`src/rtl/core/tpp_pkg.sv`:
```
// ----------------------------------------------------------------------------
// Thrust PI to PWM: shared package
// Types, register indexes and reset values shared by the thrust controller.
// ----------------------------------------------------------------------------
package tpp_pkg;

   // Default number of fraction bits of every fixed-point quantity.
   localparam int FRAC_BITS_DEF = 16;

   // PWM value sent whenever the controller does not run.
   localparam logic [11:0] IDLE_PWM = 12'd1300;

   // Run code that makes the controller compute a new command.
   localparam logic [3:0] RUN_CODE = 4'd1;

   // Register reset values.
   localparam logic signed [31:0] GOAL_RST  = 32'sd196608;
   localparam logic signed [31:0] KP_RST    = 32'sd131072;
   localparam logic signed [31:0] KI_RST    = 32'sd0;
   localparam logic signed [31:0] QUAD_RST  = 32'sd167936;
   localparam logic signed [31:0] LIN_RST   = 32'sd2139239;
   localparam logic signed [31:0] CONST_RST = 32'sd89112936;
   localparam logic [11:0]        MAX_RST   = 12'd1780;
   localparam logic [11:0]        FLOOR_RST = 12'd1380;

   // Configuration register indexes.
   typedef enum logic [2:0] {
      REG_GOAL  = 3'd0,
      REG_KP    = 3'd1,
      REG_KI    = 3'd2,
      REG_QUAD  = 3'd3,
      REG_LIN   = 3'd4,
      REG_CONST = 3'd5,
      REG_MAX   = 3'd6,
      REG_FLOOR = 3'd7
   } reg_index_type;

   // Current configuration as seen by the datapath.
   typedef struct packed {
      logic signed [31:0] goal;
      logic signed [31:0] kp;
      logic signed [31:0] ki;
      logic signed [31:0] quad;
      logic signed [31:0] lin;
      logic signed [31:0] cst;
      logic [11:0]        pwm_max;
      logic [11:0]        pwm_floor;
   } cfg_type;

endpackage

```
`src/rtl/core/thrust_pi_to_pwm_core.sv`:
```
// ----------------------------------------------------------------------------
// Thrust PI to PWM controller
// PI thrust controller with a quadratic command-to-PWM map and PWM clamping.
// ----------------------------------------------------------------------------
// Usage:
//   req_ carries one item per control sample: the measured thrust (Q format)
//   in req_tdata and the run code in req_tuser. rsp_ returns one item per
//   sample: the PWM value in rsp_tdata and the controller-active flag in
//   rsp_tuser. csr_ writes one configuration register per handshake and
//   never stalls; write it only while no sample is in progress.
//   An item with run code 1 updates the saturating error integral and runs
//   five fixed-point products through one shared 32x32 multiplier, one
//   after another. Its result is registered in the same cycle in which
//   req_tready rises again, so no new item is taken before then. Any other
//   run code yields the idle PWM value, with the integral untouched, and
//   such an item too is finished before the next one is taken.
//   The result sits in an output register; the next item is accepted while it
//   waits, and only the final step stalls when the receiver holds rsp_tready
//   low with the previous result still pending.
//   Reset (synchronous, active high) restores the register defaults, clears
//   the integral and empties the output register.
// ----------------------------------------------------------------------------
module thrust_pi_to_pwm_core import tpp_pkg::*; #(
   parameter int FRAC_BITS = FRAC_BITS_DEF
) (
   input  logic        clock,
   input  logic        reset,
   // Input items
   input  logic        req_tvalid,
   output logic        req_tready,
   input  logic [31:0] req_tdata,   // [31:0] measured_thrust
   input  logic [3:0]  req_tuser,   // [3:0] run_code
   // Result items
   output logic        rsp_tvalid,
   input  logic        rsp_tready,
   output logic [15:0] rsp_tdata,   // [11:0] pwm_value, [15:12] zero
   output logic [0:0]  rsp_tuser,   // [0] controller_active
   // Configuration writes
   input  logic        csr_valid,
   output logic        csr_ready,
   input  logic [2:0]  csr_index,
   input  logic [31:0] csr_data
);

   typedef enum logic [10:0] {
      S_IDLE      = 11'b00000000001,
      S_INTEG     = 11'b00000000010,
      S_WAIT_KP   = 11'b00000000100,
      S_WAIT_KI   = 11'b00000001000,
      S_CLAMP     = 11'b00000010000,
      S_ISSUE_SQ  = 11'b00000100000,
      S_WAIT_SQ   = 11'b00001000000,
      S_WAIT_QUAD = 11'b00010000000,
      S_WAIT_LIN  = 11'b00100000000,
      S_SHIFT     = 11'b01000000000,
      S_DECIDE    = 11'b10000000000
   } state_type;

   localparam int          PWM_W      = 64 - FRAC_BITS;
   localparam logic [63:0] ROUND_BIAS = (64'd1 << FRAC_BITS) - 64'd1;

   cfg_type            cfg;
   logic               mul_start;
   logic               mul_done;
   logic signed [31:0] mul_a;
   logic signed [61:0] mul_b;
   logic signed [61:0] mul_res;

   state_type          state_ff, state_in;
   logic               active_ff;
   logic signed [32:0] err_ff;
   logic signed [47:0] sum_ff;
   logic signed [63:0] acc_ff;
   logic signed [31:0] cmd_ff;
   logic signed [PWM_W-1:0] pwm_ff;
   logic               rsp_valid_ff;
   logic [11:0]        rsp_pwm_ff;
   logic               rsp_active_ff;

   logic               req_accept;
   logic               out_free;
   logic signed [48:0] sum_next;
   logic signed [47:0] sum_sat;
   logic signed [63:0] mul_res_ext;
   logic signed [63:0] val_biased;
   logic signed [63:0] pwm_full;
   logic signed [PWM_W-1:0] max_ext;
   logic signed [PWM_W-1:0] floor_ext;
   logic [11:0]        pwm_pick;

   // Configuration registers.
   tpp_csr u_csr (
      .clock     (clock),
      .reset     (reset),
      .csr_valid (csr_valid),
      .csr_ready (csr_ready),
      .csr_index (csr_index),
      .csr_data  (csr_data),
      .cfg       (cfg)
   );

   // Shared multiplier.
   tpp_mul #(.FRAC_BITS(FRAC_BITS)) u_mul (
      .clock  (clock),
      .reset  (reset),
      .start  (mul_start),
      .op_a   (mul_a),
      .op_b   (mul_b),
      .done   (mul_done),
      .result (mul_res)
   );

   // Handshakes.
   assign req_tready = (state_ff == S_IDLE);
   assign req_accept = req_tvalid && req_tready;
   assign out_free   = !rsp_valid_ff || rsp_tready;
   assign rsp_tvalid = rsp_valid_ff;
   assign rsp_tdata  = {4'd0, rsp_pwm_ff};
   assign rsp_tuser  = rsp_active_ff;

   // Saturating update of the error integral.
   always_comb begin
      sum_next = $signed({sum_ff[47], sum_ff}) + $signed({{16{err_ff[32]}}, err_ff});
      if (sum_next[48] != sum_next[47]) begin
         sum_sat = sum_next[48] ? {1'b1, 47'd0} : {1'b0, {47{1'b1}}};
      end else begin
         sum_sat = sum_next[47:0];
      end
   end

   // Product results widened to the accumulator, and the final scaling.
   always_comb begin
      mul_res_ext = $signed({{2{mul_res[61]}}, mul_res});
      val_biased  = $signed(acc_ff + (acc_ff[63] ? ROUND_BIAS : 64'd0));
      pwm_full    = val_biased >>> FRAC_BITS;
      max_ext     = $signed({{(PWM_W-12){1'b0}}, cfg.pwm_max});
      floor_ext   = $signed({{(PWM_W-12){1'b0}}, cfg.pwm_floor});
   end

   // Clamp above, idle below the floor.
   always_comb begin
      if (!active_ff) begin
         pwm_pick = IDLE_PWM;
      end else if (pwm_ff > max_ext) begin
         pwm_pick = cfg.pwm_max;
      end else if (pwm_ff < floor_ext) begin
         pwm_pick = IDLE_PWM;
      end else begin
         pwm_pick = pwm_ff[11:0];
      end
   end

   // Multiplier issue: operands by step, started on entry or on completion.
   always_comb begin
      mul_start = 1'b0;
      mul_a     = cfg.kp;
      mul_b     = $signed({{29{err_ff[32]}}, err_ff});
      case (state_ff)
         S_INTEG: begin
            mul_start = 1'b1;
         end
         S_WAIT_KP: begin
            mul_start = mul_done;
            mul_a     = cfg.ki;
            mul_b     = $signed({{14{sum_ff[47]}}, sum_ff});
         end
         S_ISSUE_SQ: begin
            mul_start = 1'b1;
            mul_a     = cmd_ff;
            mul_b     = $signed({{30{cmd_ff[31]}}, cmd_ff});
         end
         S_WAIT_SQ: begin
            mul_start = mul_done;
            mul_a     = cfg.quad;
            mul_b     = mul_res;
         end
         S_WAIT_QUAD: begin
            mul_start = mul_done;
            mul_a     = cfg.lin;
            mul_b     = $signed({{30{cmd_ff[31]}}, cmd_ff});
         end
         default: begin
            mul_start = 1'b0;
         end
      endcase
   end

   // Sequencer.
   always_comb begin
      state_in = state_ff;
      case (state_ff)
         S_IDLE: begin
            if (req_accept) begin
               state_in = (req_tuser == RUN_CODE) ? S_INTEG : S_DECIDE;
            end
         end
         S_INTEG:     state_in = S_WAIT_KP;
         S_WAIT_KP:   state_in = mul_done ? S_WAIT_KI : S_WAIT_KP;
         S_WAIT_KI:   state_in = mul_done ? S_CLAMP : S_WAIT_KI;
         S_CLAMP:     state_in = S_ISSUE_SQ;
         S_ISSUE_SQ:  state_in = S_WAIT_SQ;
         S_WAIT_SQ:   state_in = mul_done ? S_WAIT_QUAD : S_WAIT_SQ;
         S_WAIT_QUAD: state_in = mul_done ? S_WAIT_LIN : S_WAIT_QUAD;
         S_WAIT_LIN:  state_in = mul_done ? S_SHIFT : S_WAIT_LIN;
         S_SHIFT:     state_in = S_DECIDE;
         S_DECIDE:    state_in = out_free ? S_IDLE : S_DECIDE;
         default:     state_in = S_IDLE;
      endcase
   end

   // Control state, integral and output register valid.
   always_ff @(posedge clock) begin
      if (reset) begin
         state_ff     <= S_IDLE;
         sum_ff       <= 48'sd0;
         rsp_valid_ff <= 1'b0;
      end else begin
         state_ff <= state_in;
         if (state_ff == S_INTEG) begin
            sum_ff <= sum_sat;
         end
         if ((state_ff == S_DECIDE) && out_free) begin
            rsp_valid_ff <= 1'b1;
         end else if (rsp_tready) begin
            rsp_valid_ff <= 1'b0;
         end
      end
   end

   // Datapath registers.
   always_ff @(posedge clock) begin
      if (req_accept) begin
         active_ff <= (req_tuser == RUN_CODE);
         err_ff    <= $signed({cfg.goal[31], cfg.goal}) - $signed({req_tdata[31], req_tdata});
      end
      case (state_ff)
         S_INTEG: begin
            acc_ff <= $signed({{32{cfg.goal[31]}}, cfg.goal});
         end
         S_WAIT_KP, S_WAIT_KI, S_WAIT_LIN: begin
            if (mul_done) begin
               acc_ff <= acc_ff + mul_res_ext;
            end
         end
         S_CLAMP: begin
            if (acc_ff[63] && !(&acc_ff[62:31])) begin
               cmd_ff <= {1'b1, 31'd0};
            end else if (!acc_ff[63] && (|acc_ff[62:31])) begin
               cmd_ff <= {1'b0, {31{1'b1}}};
            end else begin
               cmd_ff <= acc_ff[31:0];
            end
         end
         S_WAIT_QUAD: begin
            if (mul_done) begin
               acc_ff <= $signed({{32{cfg.cst[31]}}, cfg.cst}) + mul_res_ext;
            end
         end
         S_SHIFT: begin
            pwm_ff <= pwm_full[PWM_W-1:0];
         end
         S_DECIDE: begin
            if (out_free) begin
               rsp_pwm_ff    <= pwm_pick;
               rsp_active_ff <= active_ff;
            end
         end
         default: begin
            acc_ff <= acc_ff;
         end
      endcase
   end

endmodule

```
`src/rtl/core/tpp_csr.sv`:
```
// ----------------------------------------------------------------------------
// Thrust PI to PWM: configuration registers
// Holds the goal, gains, map coefficients and PWM limits written over the
// configuration channel.
// ----------------------------------------------------------------------------
module tpp_csr import tpp_pkg::*; (
   input  logic        clock,
   input  logic        reset,
   input  logic        csr_valid,
   output logic        csr_ready,
   input  logic [2:0]  csr_index,
   input  logic [31:0] csr_data,
   output cfg_type     cfg
);

   cfg_type cfg_ff;

   // The register file never stalls a write.
   assign csr_ready = 1'b1;
   assign cfg       = cfg_ff;

   // One register is updated per accepted write.
   always_ff @(posedge clock) begin
      if (reset) begin
         cfg_ff.goal      <= GOAL_RST;
         cfg_ff.kp        <= KP_RST;
         cfg_ff.ki        <= KI_RST;
         cfg_ff.quad      <= QUAD_RST;
         cfg_ff.lin       <= LIN_RST;
         cfg_ff.cst       <= CONST_RST;
         cfg_ff.pwm_max   <= MAX_RST;
         cfg_ff.pwm_floor <= FLOOR_RST;
      end else if (csr_valid) begin
         case (reg_index_type'(csr_index))
            REG_GOAL:  cfg_ff.goal      <= $signed(csr_data);
            REG_KP:    cfg_ff.kp        <= $signed(csr_data);
            REG_KI:    cfg_ff.ki        <= $signed(csr_data);
            REG_QUAD:  cfg_ff.quad      <= $signed(csr_data);
            REG_LIN:   cfg_ff.lin       <= $signed(csr_data);
            REG_CONST: cfg_ff.cst       <= $signed(csr_data);
            REG_MAX:   cfg_ff.pwm_max   <= csr_data[11:0];
            REG_FLOOR: cfg_ff.pwm_floor <= csr_data[11:0];
            default:   cfg_ff           <= cfg_ff;
         endcase
      end
   end

endmodule

```
`src/rtl/core/tpp_mul.sv`:
```
// ----------------------------------------------------------------------------
// Thrust PI to PWM: shared fixed-point multiplier
// Multiplies a 32-bit signed operand by a 62-bit signed operand with one
// 32x32 multiplier in two halves, scales the magnitude down by the fraction
// bits (truncating toward zero) and saturates the magnitude to 2^60.
// ----------------------------------------------------------------------------
module tpp_mul import tpp_pkg::*; #(
   parameter int FRAC_BITS = FRAC_BITS_DEF
) (
   input  logic               clock,
   input  logic               reset,
   input  logic               start,
   input  logic signed [31:0] op_a,
   input  logic signed [61:0] op_b,
   output logic               done,
   output logic signed [61:0] result
);

   typedef enum logic [4:0] {
      M_IDLE = 5'b00001,
      M_LO   = 5'b00010,
      M_HI   = 5'b00100,
      M_ACC  = 5'b01000,
      M_FIN  = 5'b10000
   } mstate_type;

   localparam logic [60:0] PROD_LIM = 61'd1 << 60;

   mstate_type         state_ff, state_in;
   logic [31:0]        a_ff;
   logic [61:0]        b_ff;
   logic               neg_ff;
   logic [63:0]        prod_ff;
   logic [95:0]        acc_ff;
   logic               done_ff;
   logic signed [61:0] result_ff;

   logic [31:0]        b_half;
   logic [63:0]        mul_out;
   logic [95:0]        scaled;
   logic               sat;
   logic [60:0]        mag_res;

   assign done   = done_ff;
   assign result = result_ff;

   // The single 32x32 multiplier takes the low half first, then the high half.
   always_comb begin
      b_half  = (state_ff == M_LO) ? b_ff[31:0] : {2'b00, b_ff[61:32]};
      mul_out = a_ff * b_half;
   end

   // Scale, saturate and restore the sign of the accumulated magnitude.
   always_comb begin
      scaled  = acc_ff >> FRAC_BITS;
      sat     = (|scaled[95:61]) || (scaled[60] && (|scaled[59:0]));
      mag_res = sat ? PROD_LIM : scaled[60:0];
   end

   // Step sequence of one multiplication.
   always_comb begin
      case (state_ff)
         M_IDLE:  state_in = start ? M_LO : M_IDLE;
         M_LO:    state_in = M_HI;
         M_HI:    state_in = M_ACC;
         M_ACC:   state_in = M_FIN;
         M_FIN:   state_in = M_IDLE;
         default: state_in = M_IDLE;
      endcase
   end

   always_ff @(posedge clock) begin
      if (reset) begin
         state_ff <= M_IDLE;
         done_ff  <= 1'b0;
      end else begin
         state_ff <= state_in;
         done_ff  <= (state_ff == M_FIN);
      end
   end

   // Operand capture, partial products and accumulation.
   always_ff @(posedge clock) begin
      case (state_ff)
         M_IDLE: begin
            if (start) begin
               a_ff   <= op_a[31] ? 32'(-op_a) : 32'(op_a);
               b_ff   <= op_b[61] ? 62'(-op_b) : 62'(op_b);
               neg_ff <= op_a[31] ^ op_b[61];
            end
         end
         M_LO: begin
            prod_ff <= mul_out;
         end
         M_HI: begin
            acc_ff  <= {32'd0, prod_ff};
            prod_ff <= mul_out;
         end
         M_ACC: begin
            acc_ff <= acc_ff + {prod_ff, 32'd0};
         end
         M_FIN: begin
            result_ff <= neg_ff ? -$signed({1'b0, mag_res}) : $signed({1'b0, mag_res});
         end
         default: begin
            acc_ff <= acc_ff;
         end
      endcase
   end

endmodule

```
`config.mk`:
```
export PLATFORM = sky130hd
export DESIGN_NAME = thrust_pi_to_pwm_core
export DESIGN_NICKNAME = d
export VERILOG_FILES = /design/src/rtl/core/tpp_pkg.sv /design/src/rtl/core/thrust_pi_to_pwm_core.sv /design/src/rtl/core/tpp_csr.sv /design/src/rtl/core/tpp_mul.sv
export SDC_FILE = /design/constraint.sdc
export NUM_CORES = 2
export LEC_CHECK = 0
export ABC_AREA = 1
export BUFFER_PORTS_ARGS = -buffer_cell sky130_fd_sc_hd__buf_2
export CAP_MARGIN = 20
export CORE_MARGIN = 5
export CORE_UTILIZATION = 30
export DETAILED_ROUTE_END_ITERATION = 8
export PLACE_DENSITY = 0.54
export SYNTH_ARGS = -nofsm -noshare
export SYNTH_HDL_FRONTEND = slang
export SYNTH_HIERARCHICAL = 1
export SYNTH_SLANG_ARGS = --single-unit
```
`constraint.sdc`:
```
create_clock -name clock -period 10.5 [get_ports clock]
set_input_delay 1.575 -clock clock [delete_from_list [all_inputs] [get_ports clock]]
set_output_delay 1.575 -clock clock [all_outputs]
set_load 0.01 [all_outputs]
```
==> results.md <==
* Register bit total from synthesis at 774
* Layout cell share with drive strength beyond 1 at 5.39%
* RSZ-0062 raised after global routing: no
* Starting density of the core at 30.1%
* Post-synthesis mux area share at 0%
* Rows at 201
* # clock sinks at 774
* Yosys top cell area share at 19.9%
* DRT Wirelength at 419,000 um
* Fin crit share at 88.2%
* Area of the die at 313,000 um^2
* Dpl hpwl at 343,000 um
* Post-synthesis sequential area ratio at 22.6%
* Relative slew slack at 14.5%
* Largest cells by area after synthesis: fa_1, edfxtp_1, nand2_1
* GR Overflow Total at 0
* Post-layout util at 33.0%
* Post-layout min period at 9.26 ns
* Netlist Area Pre-Place at 90,400 um^2
* H-tree Lvls at 3
* Worst path arrival time at 9.78 ns
* Area leader, netlist: fa_1
* DRT Pass-1 Iters at 6
* Cell mode on critical path: fa_1
* Post-synth top flop: edfxtp_1
* CP endpoint kind: register
* RD Place Congestion at 1.03
* Hold WC Path Type: reg2reg
* Num CTS Buffers at 94
* Port Buffers at 90
* Skew final at 0.102 ns
* Total GRT Usage at 25.8%
* IO Pins at 96
* Syn. warnings at 6
* Horiz. Die Dim at 559 um
* Max Freq at 108 MHz
* Fin. max-slew vios at 0
* Synth cell types at 71
* Root Buffer: clkbuf_16
* Hold buffers post-CTS at 0
* CP peak stage delay at 0.77 ns
* Die H at 559 um
* Worst-margin pin slew at 1.28 ns
* Synth Area in XOR/XNOR at 2.80%
* Worst Path Required at 11.02 ns
* Async SR Flop Fraction at 0%
* VDD IR max at 0.162 mV
* Compound-cell area share of the yosys netlist at 10.1%
* DRT iter0 DRCs at 9,463
* Post-CTS Setup Bufs at 0
* Via/cell ratio at 5.23
* Worst Path Max Fanout at 20
* Number of max-cap violations at 0
* Fin. Hold Viols at 0
* Area grow syn2layout at 9.36%
* Vias in the first global route at 82,300
* First-pass GRT wire length at 592,000 um
* Post-CTS Resized at 0
* Post-Synth Simple-Gate Area at 26.1%
* Status: finished, final reports clean
* Total negative slack at 0 ns
* CTS tree: built
* CP startpoint kind: register
* Most frequent cells in the layout: nand2_1, inv_1, nor2_1
* Post-Synth Adder-Cell Area at 27.9%
* Largest family of logic cells by synthesized area: adder cells
* Clk Latency, worst-skew pair at 0.77 ns
* Core area at 300,000 um^2
* Fin nets at 13,800
* Synthesized instance count at 12,300
* DRC Markers at 0
* Largest net degree at the start of global routing at 88
* Pleak at 46.0 nW
* Final setup fails at 0
* Post-DRT Antenna Nets at 0
* Syn avg cell area at 7.35 um^2
* Clock slew at reported path FFs at 0.07 ns
* Vias at 85,400
* Most common cell after layout, fill and taps aside: nand2_1
* Drt wl/cell at 25.7 um
* Worst-case clock buffer depth at 3
* PwrDens at 109 nW/um^2
* Post-synth EDFFs at 492
* Kind of critical path: reg2reg
* CP max-delay cell: o21ai_2
* Antenna violations before repair at 20
metrics by stage:
stage	hold WS, ns	cells	total power [mW]	setup WS, ns	instance area, um^2
3_3_place_gp	0.441	16100	7.22	1.31	95500
5_1_grt	0.480	16300	11.2	0.851	98900
6_report	0.456	16300	10.7	1.24	98900
3_5_place_dp	0.444	16100	7.20	1.31	95500
4_1_cts	0.459	16300	10.7	1.33	98900
2_1_floorplan	0.429	12300	5.79	2.90	90400
cell type report:
| cell class | instances | area (um^2) |
|---|---|---|
| fillers | 32500 | 201000 |
| multi-input cells | 9089 | 60700 |
| flip-flops and latches | 774 | 20400 |
| inverters | 2062 | 7740 |
| well taps | 3958 | 4950 |
| clock buffers | 117 | 2570 |
| repair buffers | 257 | 1760 |
| clock inverters | 60 | 748 |
| diodes | 10 | 25.0 |
synthesized netlist by cell type (30+ instances only):
master,instances
nand2_1,2622
inv_1,2018
nor2_1,1972
fa_1,901
nand3_1,674
a21oi_1,610
ha_1,572
o21ai_0,524
edfxtp_1,492
dfxtp_1,282
clkbuf_1,218
xor2_1,190
nor3_1,121
buf_2,119
xnor2_1,99
nand4_1,96
o21bai_1,67
nor4_1,63
or2_2,63
a221oi_1,43
nand3b_1,41
a21oi_2,38
a31oi_1,38
o21a_1,36
o21ai_1,30
report_power, final:
| part | total [mW] | leakage (nW) | switching [mW] | internal [mW] |
|---|---|---|---|---|
| combinational | 3.68 | 37.6 | 2.54 | 1.14 |
| clock | 3.54 | 1.61 | 1.50 | 2.04 |
| sequential | 3.51 | 6.76 | 0.0898 | 3.42 |
| total | 10.7 | 46.0 | 4.13 | 6.60 |
cells by family (layout without fill, tap and decap cells):
| logic type | count (synthesis) | count (layout) |
|---|---|---|
| xor gates and xnor gates | 289 | 289 |
| adders and majority gates | 1473 | 1473 |
| buffers and inverters | 2451 | 2496 |
| and+or+nand+nor | 5740 | 5740 |
| DFF | 774 | 774 |
| other | 2 | 15 |
| AOI/OAI and AO/OA | 1582 | 1582 |
state kept, by name, indices dropped and copies added (netlist names), 33 cells and up:
signal	flops
acc_ff	64
err_ff	33
pwm_ff	48
sum_ff	48
u_csr/cfg	216
u_mul/acc_ff	80
u_mul/b_ff	62
u_mul/prod_ff	64
u_mul/result	62
critical path: cells and delay by family (launching register included):
| kind | cells | cell delay (ns) |
|---|---|---|
| AOI/OAI and AO/OA | 6 | 1.84 |
| xor gates and xnor gates | 1 | 0.14 |
| adders and majority gates | 9 | 4.47 |
| buffers and inverters | 9 | 1.61 |
| DFF | 1 | 0.34 |
| and+or+nand+nor | 5 | 0.66 |
routing by layer:
metal	track usage [%]	vias to the layer above	routed length, um
li1	-	39000	-
met2	41.2	3821	187000
met4	13.4	8	26600
met3	3.84	770	31900
met1	34.0	41900	174000
met5	0	-	48
final timing paths:
kind | slack (ns) | depth (start not counted) | to | start
setup / recovery | 1.24 | 30 | u_mul/prod_ff[61] | u_mul/state_ff[2]
setup reg to reg | 1.24 | 30 | u_mul/prod_ff[61] | u_mul/state_ff[2]
hold reg to reg | 0.46 | 2 | u_csr/cfg[2] | u_csr/cfg[2]
hold / removal | 0.46 | 2 | u_csr/cfg[2] | u_csr/cfg[2]
Note: power is estimated with default switching activity, not from simulation.
